**config.mk**
```make
export PLATFORM = sky130hd
export DESIGN_NAME = cru_front
export DESIGN_NICKNAME = d
export VERILOG_FILES = /design/src/rtl/cru_pkg.sv /design/src/rtl/cru_front.sv
export SDC_FILE = /design/constraint.sdc
export NUM_CORES = 1
export LEC_CHECK = 0
export CAP_MARGIN = 0
export CORE_MARGIN = 3
export CORE_UTILIZATION = 61
export DETAILED_ROUTE_END_ITERATION = 10
export DONT_BUFFER_PORTS = 1
export PLACE_DENSITY = 0.77
export SYNTH_ARGS = -nofsm -noshare
export SYNTH_HDL_FRONTEND = slang
export SYNTH_SLANG_ARGS = --single-unit
```
**constraint.sdc**
```tcl
create_clock -name i_clk -period 4.5 [get_ports i_clk]
set_input_delay 0.675 -clock i_clk [delete_from_list [all_inputs] [get_ports i_clk]]
set_output_delay 0.675 -clock i_clk [all_outputs]
set_load 0.05 [all_outputs]
```
**src/rtl/cru_pkg.sv**
```systemverilog
// ----------------------------------------------------------------------------
// cru_pkg: shared types, codes and helpers of the Cholesky rank-one updater
// Request layout, function and status codes, Q8.24 magnitude and saturation.
// ----------------------------------------------------------------------------
package cru_pkg;

    localparam int MAX_DIM_DEF = 8;
    localparam int DATA_W      = 32;
    localparam int DIM_W       = 4;
    localparam logic [DIM_W-1:0] DIM_RESET = 4'd8;

    localparam int QUEUE_DEPTH = 2;
    localparam int QUEUE_AW    = $clog2(QUEUE_DEPTH);

    localparam logic [1:0] FUNC_WR  = 2'd0;
    localparam logic [1:0] FUNC_RD  = 2'd1;
    localparam logic [1:0] FUNC_LD  = 2'd2;
    localparam logic [1:0] FUNC_NOP = 2'd3;

    localparam logic KIND_READ = 1'b0;
    localparam logic KIND_DONE = 1'b1;

    localparam logic [1:0] STAT_OK     = 2'd0;
    localparam logic [1:0] STAT_NEGRAD = 2'd1;
    localparam logic [1:0] STAT_ZPIV   = 2'd2;

    typedef struct packed {
        logic [1:0]         func;
        logic [2:0]         row;
        logic [2:0]         col;
        logic signed [31:0] value;
        logic               start;
        logic               down;
    } t_req;

    function automatic logic [31:0] f_mag(input logic signed [31:0] v);
        f_mag = v[31] ? 32'(-v) : 32'(v);
    endfunction

    function automatic logic signed [31:0] f_sat32(input logic signed [47:0] v);
        if (v > 48'sd2147483647) begin
            f_sat32 = 32'sh7fffffff;
        end else if (v < -48'sd2147483648) begin
            f_sat32 = 32'sh80000000;
        end else begin
            f_sat32 = v[31:0];
        end
    endfunction

endpackage

```
**src/rtl/cru_front.sv**
```systemverilog
// ----------------------------------------------------------------------------
// cru_front: request intake
// Accept requests, drop unused functions, queue the rest for the back end.
// ----------------------------------------------------------------------------
module cru_front (
    input  logic               i_clk,
    input  logic               i_rst_n,
    input  logic               i_valid,
    output logic               o_stall,
    input  logic [1:0]         i_func,
    input  logic [2:0]         i_row,
    input  logic [2:0]         i_col,
    input  logic signed [31:0] i_value,
    input  logic               i_last,
    input  logic               i_downdate,
    output logic               o_req_valid,
    output cru_pkg::t_req      o_req,
    input  logic               i_req_take
);

    cru_pkg::t_req                r_q [cru_pkg::QUEUE_DEPTH];
    logic [cru_pkg::QUEUE_AW-1:0] r_wp;
    logic [cru_pkg::QUEUE_AW-1:0] r_rp;
    logic [cru_pkg::QUEUE_AW:0]   r_cnt;

    cru_pkg::t_req w_req;
    logic          w_push;
    logic          w_pop;

    always_comb begin
        w_req.func  = i_func;
        w_req.row   = i_row;
        w_req.col   = i_col;
        w_req.value = i_value;
        w_req.start = i_last && (i_func == cru_pkg::FUNC_LD);
        w_req.down  = i_downdate;
    end

    assign o_stall     = r_cnt == (cru_pkg::QUEUE_AW + 1)'(cru_pkg::QUEUE_DEPTH);
    assign w_push      = i_valid && !o_stall && (i_func != cru_pkg::FUNC_NOP);
    assign o_req_valid = r_cnt != '0;
    assign w_pop       = i_req_take && o_req_valid;
    assign o_req       = r_q[r_rp];

    always_ff @(posedge i_clk) begin
        if (!i_rst_n) begin
            r_wp  <= '0;
            r_rp  <= '0;
            r_cnt <= '0;
        end else begin
            if (w_push) begin
                r_wp <= r_wp + 1'b1;
            end
            if (w_pop) begin
                r_rp <= r_rp + 1'b1;
            end
            if (w_push && !w_pop) begin
                r_cnt <= r_cnt + 1'b1;
            end else if (w_pop && !w_push) begin
                r_cnt <= r_cnt - 1'b1;
            end
        end
    end

    always_ff @(posedge i_clk) begin
        if (w_push) begin
            r_q[r_wp] <= w_req;
        end
    end

endmodule

```
==> qor.txt <==
Outcome - completed
Most frequent cell after synthesis - edfxtp_1
TNS Setup - 0 ns
Max FO, Critical Path - 42
Routed vias - 1396
1st-pass router iterations - 4
Finish-stage setup viols - 0
DRC - 0
Number of max-cap violations - 0
Cts bufs inserted - 9
H-Tree Depth - 3
WP data arrival - 1.85 ns
Core area - 0.00514 mm2
Initial antenna violation count - 0
Final nets - 211
Critical Path Max Stage Delay - 0.95 ns
Startpoint types - flop
Vias in the first global route - 1457
# diodes - 0
EDFF count, synth - 84
Post-synth top cells - 84 x edfxtp_1, 42 x mux2_2, 5 x buf_2, 5 x dfxtp_1, 4 x and2_1
YS warnings - 0
F_max - 396 MHz
Slew Viols, Final - 0
Synthesized instance count - 158
Cell area after layout - 0.00355 mm2
Worst-path clk slew - 0.08 ns
CP Buf/Inv Count - 0
WHS Path Cells - 0
Io pins - 90
# hold bufs at CTS - 0
Min Tclk post-route - 2.53 ns
Crit. path cell count - 1
Remaining Overflow, GRT - 0
GRT Util Overall - 16.4%
Worst-Margin Slew - 1.18 ns
Final Hold Viols - 0
Cell area after synthesis - 0.00328 mm2
Count of cell types in the netlist - 20
RSZ-0062 raised after global routing - no
Port-buffer cells - 0
Bufs on Longest Clock Path - 2
Initial drt markers - 89
Syn_nets - 205
DP Area - 0.00335 mm2
Max-Slew Margin vs Limit - 21.2%
Starting utilization of the core area - 63.8%
Sink Count - 89
DRT antenna net count - 0
Cell Chain, Critical Path - mux2_2
Multi-input gate area - 636 um2
Fillers - 356
Share of layout cells above drive strength 1 - 34.5%
Post-Route WL - 4800 um
Kind of critical path - reg -> out
Resize count post-CTS - 0
Avg Inst Size Synth - 20.7 um2
Final period utilization - 56.1%
Seq/Total Area, Yosys - 80.0%
Yosys top cell by area - edfxtp_1
First-pass GRT wire length - 7460 um
Leak pwr - 1.14 nW
Pwr/cell area - 691 mW/mm2
Slowest-stage cell, CP - dfxtp_2
Die width - 79.3 um
Largest cells by area after synthesis - edfxtp_1 77%, mux2_2 14%, dfxtp_1 3.1%
Crit end category - output port
Register Area - 0.00262 mm2
Worst Hold Class - in -> reg
Detail Placement HPWL - 3100 um
Largest delay share family, worst path - flip-flops
Row Count - 26
Main synth FF type - edfxtp_1
Die Y - 79.3 um
Worst vdd ir - 526 uV
Synth-to-layout area growth - 8.28%
CTS tree - yes
Vias per cell - 5.87
Fraction of registers with async set or reset after synthesis - 0%
Worst Reg-to-Reg Cells - 3
DR WL/cell - 20.2 um
Worst-skew pair later-pin latency - 0.34 ns
Die ar. - 0.00629 mm2
Postcts setup bufs - 0
FF+latch count, synth - 89
Synth top area share - 76.9%
Clock skew - 0.00603 ns
Largest net degree at the start of global routing - 43
Required time of the critical path - 3.83 ns
GPL Wtd Cong - 0.733
CTS Root Buffer Type - clkbuf_8
## sequential cells by signal (all words and copies together) (netlist names), named ones only
name and flops:
r_q 84, r_cnt 2, r_rp 1, r_wp 1
## cell families after synthesis
family / count (synthesis) / share of synthesized area, %
AOI/OAI and AO/OA: 4 / 1.14
xor gates and xnor gates: 3 / 0.802
adders and majority gates: 1 / 0.382
buffers and inverters: 6 / 0.878
DFF: 89 / 80.0
muxes: 43 / 14.7
and+or+nand+nor: 12 / 2.06
## power by group
part           internal, W  switching (W)
registers          0.00103      0.0000828
clock network     0.000304       0.000242
logic             0.000184       0.000606
total              0.00152       0.000931
## path summary, 6_finish.rpt
check	startpoint	to	slack, ns
setup / recovery	flop	o_req[17]	1.97
hold reg to reg	r_cnt[1]	r_cnt[1]	0.54
setup reg to reg	r_cnt[0]	r_q[0][1]	2.06
hold / removal	i_col[0]	r_q[1][34]	0.43
## cell usage in the layout, fill, tap and decap left out
cell	Yosys	routed
a211oi_4	1	1
a21boi_1	1	1
and2_1	4	3
and2_2	0	1
bufinv_16	0	2
clkbuf_1	0	1
clkbuf_8	0	9
clkinv_1	0	3
dfxtp_1	5	4
dfxtp_2	0	1
edfxtp_1	84	84
ha_1	1	1
inv_1	1	1
mux2_2	42	42
mux2i_1	1	1
nand2_1	2	2
nand2b_1	1	1
nor2_1	1	1
nor2b_1	2	1
nor2b_4	0	1
o21ai_0	1	1
o21ai_1	1	1
or2_2	1	1
or3_1	1	1
xnor2_1	2	2
xor2_1	1	1
## metal layers
layer  track usage [%]  wire, um
met3              8.16       551
met4              10.5       182
met5                 0         0
met2              24.6      2320
met1              18.7      1740
## stage by stage
stage / setup WS, ns / std cells / utilization [%] / total power (W) / hold WS (ns)
6_report: 1.97 / 238 / 69.1 / 0.00245 / 0.428
5_1_grt: 1.83 / 238 / 69.1 / 0.00254 / 0.399
4_1_cts: 1.93 / 238 / 69.1 / 0.00247 / 0.412
3_5_place_dp: 2.05 / 223 / 65.2 / 0.00193 / 0.518
3_3_place_gp: 2.14 / 223 / 65.2 / 0.00191 / 0.485
2_1_floorplan: 1.14 / 158 / - / 0.00186 / 0.451
## final cells by class
cell class / instances / share of cell area [%]
clock buffers: 10 / 3.60
clock inverters: 5 / 2.01
inverters: 1 / 0.106
multi-input cells: 63 / 17.9
flip-flops and latches: 89 / 73.9
well taps: 70 / 2.47
Note: power is estimated with default switching activity, not from simulation.
